`src/hdl/tun_pkg.sv`:
```
// Shared types, widths and helpers for the triangle unit normal pipeline.
package tun_pkg;

  // Field widths
  localparam int COORD_W   = 24;               // vertex coordinate, Q12.12
  localparam int FRAC_BITS = 14;               // fraction bits of the normal
  localparam int NORM_W    = 16;               // normal component field width

  // Derived datapath widths
  localparam int EDGE_W    = COORD_W + 1;      // v2 - v0 and friends
  localparam int PROD_W    = 2 * EDGE_W;       // edge * edge
  localparam int CROSS_W   = PROD_W + 1;       // difference of two products
  localparam int MAG_W     = 2 * EDGE_W;       // |cross component|
  localparam int HALF_W    = EDGE_W;           // low half of the magnitude
  localparam int HI_W      = MAG_W - HALF_W;   // high half of the magnitude
  localparam int SQ_W      = 2 * MAG_W;        // component squared
  localparam int SUM_W     = SQ_W + 2;         // sum of three squares
  localparam int DIV_STEPS = 2 * FRAC_BITS + 2;
  localparam int QUO_W     = DIV_STEPS + 1;    // floor(c^2 * 4^(F+1) / s)
  localparam int ROOT_W    = FRAC_BITS + 2;    // isqrt of the quotient
  localparam int TERM_W    = 2 * ROOT_W + 1;   // square root trial term
  localparam int VAL_W     = FRAC_BITS + 2;    // signed rounded magnitude

  typedef logic signed [COORD_W-1:0] coord_t;
  typedef logic signed [EDGE_W-1:0]  edge_t;
  typedef logic signed [PROD_W-1:0]  prod_t;
  typedef logic signed [CROSS_W-1:0] cross_t;
  typedef logic [MAG_W-1:0]          mag_t;
  typedef logic [SQ_W-1:0]           sq_t;
  typedef logic [SUM_W-1:0]          sum_t;
  typedef logic [QUO_W-1:0]          quo_t;
  typedef logic [ROOT_W-1:0]         root_t;
  typedef logic signed [NORM_W-1:0]  normal_t;

  // One triangle
  typedef struct packed {
    coord_t v0_x;
    coord_t v0_y;
    coord_t v0_z;
    coord_t v1_x;
    coord_t v1_y;
    coord_t v1_z;
    coord_t v2_x;
    coord_t v2_y;
    coord_t v2_z;
  } in_word_t;

  // Cross product front end result: squares, their sum, signs
  typedef struct packed {
    sq_t [2:0]  sq;
    sum_t       s;
    logic [2:0] neg;
    logic       degen;
  } cross_res_t;

  // Flags that ride along each component lane
  typedef struct packed {
    logic neg;
    logic degen;
  } side_t;

  // One result word
  typedef struct packed {
    normal_t x;
    normal_t y;
    normal_t z;
    logic    degen;
  } result_t;

  // Next component index, cyclic over x, y, z
  function automatic int next3(input int i);
    return (i == 2) ? 0 : i + 1;
  endfunction

  // m = isqrt(floor(4 c^2 2^2F / s)); rounded magnitude is floor((m + 1) / 2)
  function automatic normal_t make_normal(input root_t m, input side_t sd);
    logic [ROOT_W:0]         inc;
    root_t                   t;
    root_t                   lim;
    logic signed [VAL_W-1:0] v;
    inc = {1'b0, m} + {{ROOT_W{1'b0}}, 1'b1};
    t   = inc[ROOT_W:1];
    lim = {2'b01, {FRAC_BITS{1'b0}}};
    if (t > lim) begin
      t = lim;
    end
    v = sd.neg ? -$signed(t) : $signed(t);
    if (sd.degen) begin
      v = '0;
    end
    return normal_t'(v);
  endfunction

endpackage

```
`src/hdl/tun_if.sv`:
```


interface tun_out_if;
  logic             valid;
  logic             ready;
  tun_pkg::normal_t normal_x;
  tun_pkg::normal_t normal_y;
  tun_pkg::normal_t normal_z;
  logic             degenerate;

  modport source (output valid, normal_x, normal_y, normal_z, degenerate, input ready);
  modport sink   (input valid, normal_x, normal_y, normal_z, degenerate, output ready);
endinterface

```
`src/hdl/tun_obuf.sv`:
```
// Two-word output buffer; decouples the pipeline from the result receiver.
module tun_obuf (
  input  logic               clk,
  input  logic               rst_n,
  input  logic               push,
  input  tun_pkg::result_t   wdata,
  output logic               full,
  tun_out_if.source          out_nrm
);
  localparam logic [1:0] DEPTH = 2'd2;

  tun_pkg::result_t mem_r [2];
  logic             wptr_r;
  logic             rptr_r;
  logic [1:0]       cnt_r;
  logic             pop;

  assign pop  = out_nrm.valid & out_nrm.ready;
  assign full = (cnt_r == DEPTH);

  // Pointers and fill count
  always_ff @(posedge clk) begin
    if (!rst_n) begin
      wptr_r <= 1'b0;
      rptr_r <= 1'b0;
      cnt_r  <= '0;
    end else begin
      if (push) begin
        wptr_r <= ~wptr_r;
      end
      if (pop) begin
        rptr_r <= ~rptr_r;
      end
      unique case ({push, pop})
        2'b10:   cnt_r <= cnt_r + 2'd1;
        2'b01:   cnt_r <= cnt_r - 2'd1;
        default: cnt_r <= cnt_r;
      endcase
    end
  end

  // Storage
  always_ff @(posedge clk) begin
    if (push) begin
      mem_r[wptr_r] <= wdata;
    end
  end

  assign out_nrm.valid      = (cnt_r != 2'd0);
  assign out_nrm.normal_x   = mem_r[rptr_r].x;
  assign out_nrm.normal_y   = mem_r[rptr_r].y;
  assign out_nrm.normal_z   = mem_r[rptr_r].z;
  assign out_nrm.degenerate = mem_r[rptr_r].degen;

  a_no_overflow: assert property (@(posedge clk) disable iff (!rst_n)
    push |-> !full)
    else $error("write into a full output buffer");

  a_cnt_up: assert property (@(posedge clk) disable iff (!rst_n)
    (push && !pop) |=> cnt_r == $past(cnt_r) + 2'd1)
    else $error("fill count missed a write");

  a_cnt_down: assert property (@(posedge clk) disable iff (!rst_n)
    (pop && !push) |=> cnt_r == $past(cnt_r) - 2'd1)
    else $error("fill count missed a read");

  a_degen_zero: assert property (@(posedge clk) disable iff (!rst_n)
    (out_nrm.valid && out_nrm.degenerate) |->
      (out_nrm.normal_x == '0 && out_nrm.normal_y == '0 && out_nrm.normal_z == '0))
    else $error("degenerate word with nonzero normal");

endmodule

```
`src/flat_wrapper.sv`:
```
// flat-port wrapper written by rule: the top's interface ports become plain ports
module tun_obuf_flat 
  (clk, rst_n, push, wdata, full, out_nrm_valid, out_nrm_normal_x, out_nrm_normal_y, out_nrm_normal_z, out_nrm_degenerate, out_nrm_ready);
  tun_out_if out_nrm_i ();
  input  logic clk;
  input  logic rst_n;
  input  logic push;
  input  tun_pkg::result_t wdata;
  output logic full;
  output wire logic [$bits(out_nrm_i.valid)-1:0] out_nrm_valid;
  output wire logic [$bits(out_nrm_i.normal_x)-1:0] out_nrm_normal_x;
  output wire logic [$bits(out_nrm_i.normal_y)-1:0] out_nrm_normal_y;
  output wire logic [$bits(out_nrm_i.normal_z)-1:0] out_nrm_normal_z;
  output wire logic [$bits(out_nrm_i.degenerate)-1:0] out_nrm_degenerate;
  input wire logic [$bits(out_nrm_i.ready)-1:0] out_nrm_ready;
  assign out_nrm_valid = out_nrm_i.valid;
  assign out_nrm_normal_x = out_nrm_i.normal_x;
  assign out_nrm_normal_y = out_nrm_i.normal_y;
  assign out_nrm_normal_z = out_nrm_i.normal_z;
  assign out_nrm_degenerate = out_nrm_i.degenerate;
  assign out_nrm_i.ready = out_nrm_ready;
  tun_obuf u_core (.clk(clk), .rst_n(rst_n), .push(push), .wdata(wdata), .full(full), .out_nrm(out_nrm_i));
endmodule
```
`config.mk`:
```
export PLATFORM = sky130hd
export DESIGN_NAME = tun_obuf_flat
export DESIGN_NICKNAME = d
export VERILOG_FILES = /design/src/hdl/tun_pkg.sv /design/src/hdl/tun_if.sv /design/src/hdl/tun_obuf.sv /design/src/flat_wrapper.sv
export SDC_FILE = /design/constraint.sdc
export NUM_CORES = 1
export LEC_CHECK = 0
export BUFFER_PORTS_ARGS = -buffer_cell sky130_fd_sc_hd__buf_2
export CAP_MARGIN = 5
export CORE_MARGIN = 2
export CORE_UTILIZATION = 35
export DETAILED_ROUTE_END_ITERATION = 16
export SETUP_SLACK_MARGIN = 0.4
export SLEW_MARGIN = 20
export SYNTH_ARGS = -nofsm -noshare
export SYNTH_HDL_FRONTEND = slang
export SYNTH_SLANG_ARGS = --single-unit
export TNS_END_PERCENT = 1
```
`constraint.sdc`:
```
create_clock -name clk -period 5.7 [get_ports clk]
set_clock_uncertainty 0.15 [all_clocks]
set_input_delay 0.285 -clock clk [delete_from_list [all_inputs] [get_ports clk]]
set_output_delay 0.285 -clock clk [all_outputs]
set_load 0.02 [all_outputs]
```
==> key figures, run 1 <==
Synthesis
  • Post-Syn Nets: 229
  • Post-synthesis cell count: ~180
  • Top cell type's share of synthesized area: about four fifths
  • Synthesized-area fraction occupied by and/or/nand/nor cells: roughly 1.5%
  • Synth warn: 0
  • Post-Synth XOR/XNOR Area: less than 1%
  • Adder-Cell Fraction of Synth Area: less than 1%
  • Mapped Area: around 3700 µm²
  • Number of distinct library cells after synthesis: 17
  • Syn avg cell area: between 20 and 25 µm²
  • Yosys reg bits: ~100
  • Main combinational cell family by area after synthesis: multiplexers
  • Compound-Gate Fraction of Synth Area: less than 1%
  • Register area share after synthesis: approximately four fifths
  • Synth area leaders: edfxtp_1 79%, mux2_2 15%, dfxtp_1 2.7%
  • Post-synth top area cell: edfxtp_1
  • Post-synthesis mux area share: 14.72%

Timing
  • Post-route setup slack: roughly 3200 ps
  • Final min period: 2514 ps
  • Worst slew pin tran: slightly above 600 ps
  • Period utilization: 44.11%
  • Final-report hold violation count: 0
  • Peak Freq: 397.7 MHz
  • Setup Viol. Count Final: 0
  • Relative slew slack: about three fifths
  • Max-slew violations: 0
  • Final setup TNS: 0 ps
  • Unrepaired setup endpoints after global routing: false

Global routing
  • Largest net degree at the start of global routing: 32
  • GRT Total Usage: 12.00%
  • Grt ovf: 0
  • Vias in the first global route: 2,205
  • Initial antenna violation count: 0
  • First-pass GRT wire length: roughly 10,000 µm

Placed design
  • HPWL after DPL: roughly 4200 µm
  • Routability cong.: about 0.68
  • Setup WS pre-CTS: between 3000 and 4000 ps
  • # port buffers: 103

Cells and area
  • Layout area overhead: 36.28%
  • Commonest cells after routing, fill and taps aside: 103 x buf_2, 98 x edfxtp_1, 49 x mux2_2, 49 x dlygate4sd3_1, 11 x clkbuf_8
  • Commonest non-fill, non-tap cell in the layout: buf_2
  • Layout cells sized above 1: between 50% and 60%
  • Antenna diode count: 0
  • Final #Nets: 390

Clock tree
  • Cts hold-fix bufs: 49
  • Resized cells post-CTS: 0
  • Clock sink total: 103
  • TritonCTS clock tree: yes
  • CTS Buf Count: 9
  • Clock Latency Late Sink: approximately 350 ps
  • Clk pin slew, worst setup/hold paths: 100 ps
  • Cell chosen for the clock root: clkbuf_8
  • Clock Path Buffers: 2
  • H-tree level count: 3
  • Setup Buffers After CTS: 0

Floorplan
  • Die height: around 110 µm
  • Number of I/O pins: approximately 100
  • Chip Width: roughly 110 µm
  • Initial core utilization: a little over a third
  • Die ar.: between 10,000 and 15,000 µm²
  • Rows: 37
  • Core Area: between 10,000 and 15,000 µm²

Critical path
  • Crit Path Class: reg -> out
  • Worst Setup End Kind: output pin
  • Max FO, Critical Path: 26
  • Startpoint types: flip-flop
  • Critical Path RT: 5270 ps
  • Worst Path Arrival: between 2000 and 2500 ps
  • Register-to-register setup slack: between 3000 and 4000 ps

Detailed routing
  • Final WL: around 6800 µm
  • DR pass1 iterations: 4
  • DR WL/cell: ~14 µm
  • Via count: slightly above 2,000
  • Drt via density: around 4.4
  • DRC: 0
  • Antenna Nets Post-Route: 0
  • DRT iter0 DRCs: 32

Power
  • PwrDens: roughly 350 nW/µm²
  • Logic pwr share: between 20% and 30%
  • Clk pwr share: around 23%
  • Leakage: approximately 0.0019 µW
  • Internal power: between 1000 and 1500 µW
  • Worst IR Drop VDD: 0.2159 mV
  • Switching share of total power: ~29%
  • Sequential Power Share: 51.1%
  • NetSw: 517.6 µW
  • Power Total: approximately 1800 µW

Run
  • Max-Cap Viols: 0

Min path
  • Min-delay worst type: in -> reg

Run status
  • Status: finished clean
-- layout make-up --
cell class / instances / area (µm²)
fillers: 908 / 5261
flip-flops and latches: 103 / 3044
repair buffers: 155 / 1028
multi-input cells: 66 / 683.2
well taps: 136 / 170.2
clock buffers: 13 / 158.9
clock inverters: 3 / 20.02
inverters: 1 / 3.754
-- cells in the mapped netlist --
cell / number
o21a_1: 2
nor2_1: 1
o21ai_0: 1
and2_1: 2
nor2b_1: 3
or3_1: 1
a21boi_1: 1
dfxtp_1: 5
xnor2_1: 3
ha_1: 1
buf_2: 4
edfxtp_1: 98
mux2_2: 49
inv_1: 1
buf_4: 1
and2b_2: 1
or2_2: 1
-- path summary, 6_finish.rpt --
path / cells after the start / from / end
setup reg to reg: 2 / u_core.wptr_r / u_core.mem_r[1][36]
setup / recovery: 3 / flip-flop / out_nrm_normal_z[2]
hold / removal: 2 / rst_n / u_core.cnt_r[0]
hold reg to reg: 2 / u_core.cnt_r[1] / u_core.cnt_r[1]
-- flip-flops by register name, summed over array words and instances (netlist names), named ones only --
name           flops
u_core.rptr_r      1
u_core.mem_r      98
u_core.wptr_r      1
u_core.cnt_r       2
-- power groups by stage --
stage          Combinational, µW  Clock [µW]  Sequential, µW
5_1_grt                      503         455             930
2_1_floorplan                338           0             912
3_5_place_dp                 450           0             941
6_report                     470         411             922
3_3_place_gp                 447           0             938
4_1_cts                      478         430             924
-- per-layer routing --
metal	part of all wire, %	wire length, µm	vias up	GRT usage, %
li1	-	-	1002	-
met1	43	2908	997	14.11
met2	51	3486	69	21.52
met3	5.3	358	8	3.269
met4	0.91	62	0	3.297
met5	0	0	-	0
-- per-stage QoR --
step | hold WS, ps | utilization [%] | cell area (µm²) | instances
2_1_floorplan | 233.9 | - | 3749 | 175
3_3_place_gp | 323.0 | 42.81 | 4439 | 412
3_5_place_dp | 326.8 | 42.81 | 4439 | 412
4_1_cts | 25.25 | 49.26 | 5109 | 477
5_1_grt | 51.67 | 49.26 | 5109 | 477
6_report | 48.31 | 49.26 | 5109 | 477
-- cell families after synthesis --
group	after synthesis
AO/OA/AOI/OAI	4
XOR/XNOR	3
adder cells (fa/ha/maj)	1
buffers and inverters	6
flip-flops	103
multiplexers	49
AND/OR/NAND/NOR	9
-- worst max-delay path, stage by stage (launching register included) --
cell and delay, ps:
dfxtp_2 710, buf_4 460, mux2_2 390, buf_2 160
Note: power is estimated with default switching activity, not from simulation.
==> run 2, diff against run 1 <==
==> constraint.sdc (replaced) <==
create_clock -name clk -period 2.13 [get_ports clk]
set_clock_uncertainty 0.15 [all_clocks]
set_input_delay 0.1065 -clock clk [delete_from_list [all_inputs] [get_ports clk]]
set_output_delay 0.1065 -clock clk [all_outputs]
set_load 0.02 [all_outputs]
==> run 2 against run 1 <==
Net effect: total power increased to 2.8 times the previous value; non-clock buffer count increased by 6; clock power increased to 2.8 times the previous value; cell count increased by 1.3%; sequential share of layout area decreased by 1.1 points; wire length decreased by 4.4%; first-iteration DRC count increased by 97%; global-route usage decreased by 0.44 points; critical path depth unchanged; design area increased by 1.9%; utilization increased by 0.93 points; worst setup slack got worse by 2800 ps; largest cell class unchanged; largest power group unchanged.
==> key figures, run 2 (synthesized netlist as in run 1, its figures left out) <==
Clock tree
  • Clock sink total: a little over 100
  • Cell chosen for the clock root: clkbuf_8
  • H-tree level count: 3
  • Clock Path Buffers: 2
  • CTS Buf Count: 9
  • TritonCTS clock tree: yes
  • Clk pin slew, worst setup/hold paths: about 90 ps
  • Clock Latency Late Sink: between 300 and 400 ps

Critical path
  • Max stage delay on crit path: around 400 ps
  • RR Endpoint: u_core.wptr_r
  • RR Startpoint: u_core.wptr_r
  • Critical Path RT: about 1900 ps
  • Worst Path Arrival: 1440 ps
  • Max FO, Critical Path: 17
  • Startpoint types: flip-flop
  • Worst Setup End Kind: output pin
  • CP top delay family: flip-flops
  • Worst Path Buf+Inv: 2
  • Register-to-register setup slack: 470 ps
  • Crit Path Class: reg -> out
  • Cell-by-cell trace of the critical path: buf_12 > mux2_2 > buf_2
  • Reg2Reg Depth: 4
  • Slowest stage cell, crit path: dfxtp_4

Power
  • Clk pwr share: approximately a quarter
  • Logic pwr share: 27.9%
  • Power Total: 4965 µW
  • Worst IR Drop VDD: about 0.45 mV
  • Sequential Power Share: between 40% and 50%
  • NetSw: around 1400 µW
  • Internal power: around 3600 µW
  • Switching share of total power: ~28%
  • Leakage: between 0.0015 and 0.002 µW
  • PwrDens: around 950 nW/µm²

Placed design
  • # port buffers: a little over 100
  • Placed inst area: 4469 µm²
  • Cell count after placement: ~420
  • Routability cong.: about 0.64
  • HPWL after DPL: ~4200 µm

Cells and area
  • Final #Nets: around 400
  • Commonest non-fill, non-tap cell in the layout: buf_2
  • Fin area: 5205 µm²
  • Layout area overhead: 38.85%
  • Multi-input logic area: between 600 and 700 µm²
  • Largest Register: u_core.mem_r
  • Final non-filler cell total: about 480
  • Register Area: 3047 µm²
  • Top flop regs: u_core.mem_r: 98 flops, u_core.cnt_r: 2 flops
  • Fill cells: about 920
  • Commonest cells after routing, fill and taps aside: 103 x buf_2, 98 x edfxtp_1, 51 x dlygate4sd3_1
  • Antenna diode count: 0
  • Layout cells sized above 1: 51.01%
  • Number of flip-flops in the largest register: 98

Floorplan
  • Die ar.: approximately 12,000 µm²
  • Number of I/O pins: between 100 and 150
  • Initial core utilization: between 30 and 40%
  • Die height: ~110 µm
  • Chip Width: about 110 µm
  • Rows: 37
  • Core Area: 10,370 µm²

Global routing
  • Largest net degree at the start of global routing: 34
  • First-pass GRT wire length: around 10,000 µm
  • Vias in the first global route: around 2,100
  • Initial antenna violation count: 0
  • GRT Total Usage: a little under an eighth
  • Grt ovf: 0

Timing
  • Worst slew pin tran: 468.5 ps
  • Peak Freq: roughly 600 MHz
  • Unrepaired setup endpoints after global routing: true
  • Max-slew violations: 0
  • Setup Viol. Count Final: 0
  • Final min period: 1701 ps
  • Relative slew slack: between 60% and 70%
  • Final-report hold violation count: 0
  • Final setup TNS: 0 ps
  • Period utilization: 79.87%

Detailed routing
  • Final WL: 6516 µm
  • DRT iter0 DRCs: 63
  • Drt via density: approximately 4.3
  • DR pass1 iterations: 4
  • DRC: 0
  • Via count: ~2,100
  • DR WL/cell: 13.49 µm
  • Antenna Nets Post-Route: 0

Run
  • Max-Cap Viols: 0

Min path
  • Hold path depth: 4
  • Worst Hold Launch: out_nrm_ready
  • Min-delay worst type: in -> reg
  • Hold path endpoint: u_core.rptr_r

Run status
  • Status: finished clean
[run 2: worst max-delay path by stage]
| stage | depth (start not counted) | slack [ps] | to | startpoint |
|---|---|---|---|---|
| finish | 3 | 430 | out_nrm_normal_y[6] | flip-flop |
| floorplan | 1 | 8 | u_core.mem_r[1][0] | u_core.wptr_r |
| detailed placement | 4 | 550 | u_core.cnt_r[1] | u_core.cnt_r[0] |
| global route | 3 | 360 | out_nrm_normal_y[6] | flip-flop |
| global placement | 4 | 590 | u_core.cnt_r[1] | u_core.cnt_r[0] |
| CTS | 3 | 390 | out_nrm_normal_y[12] | flip-flop |
[run 2: routing by layer]
layer	global-route usage [%]	vias to the layer above	routed length, µm
li1	-	1010	-
met1	13.35	999	2714
met2	19.72	77	3226
met3	3.692	10	467
met4	4.945	0	106
met5	0	-	0
[run 2: area by class of cell]
class | count | share of cell area, %
multi-input combinational | 66 | 13.13
clock inverter | 5 | 1.130
inverter | 1 | 0.07212
timing repair buffer | 161 | 21.35
clock buffer | 11 | 2.524
sequential | 103 | 58.53
tap | 136 | 3.269
[run 2: timing repair]
| action | in CTS | in global routing |
|---|---|---|
| setup endpoints to repair | 49 | 42 |
| hold buffers | 51 | 0 |
| resized for setup | 9 | 0 |
| pin swaps | 0 | 0 |
| endpoints found under the hold margin | 103 | 0 |
| setup buffers | 0 | 0 |
[run 2: worst min-delay path, stage by stage]
cell     delay (ps)
buf_2            80
o21a_1          150
xnor2_1          90
nor2b_1         100
[run 2: power groups by stage]
stage,combinational [µW],clock [µW],sequential (µW)
after floorplan,906,0,2440
after global placement,1290,0,2440
after detailed placement,1290,0,2450
after CTS,1420,1220,2420
after global routing,1490,1280,2430
final,1380,1160,2420
[run 2: per-stage QoR]
stage,hold WS (ps),worst slack [ps],utilization (%)
2_1_floorplan,55.37,7.798,-
3_3_place_gp,145.2,588.3,43.10
3_5_place_dp,147.7,545.8,43.10
4_1_cts,56.76,392.4,50.19
5_1_grt,69.99,362.6,50.19
6_report,60.35,428.8,50.19
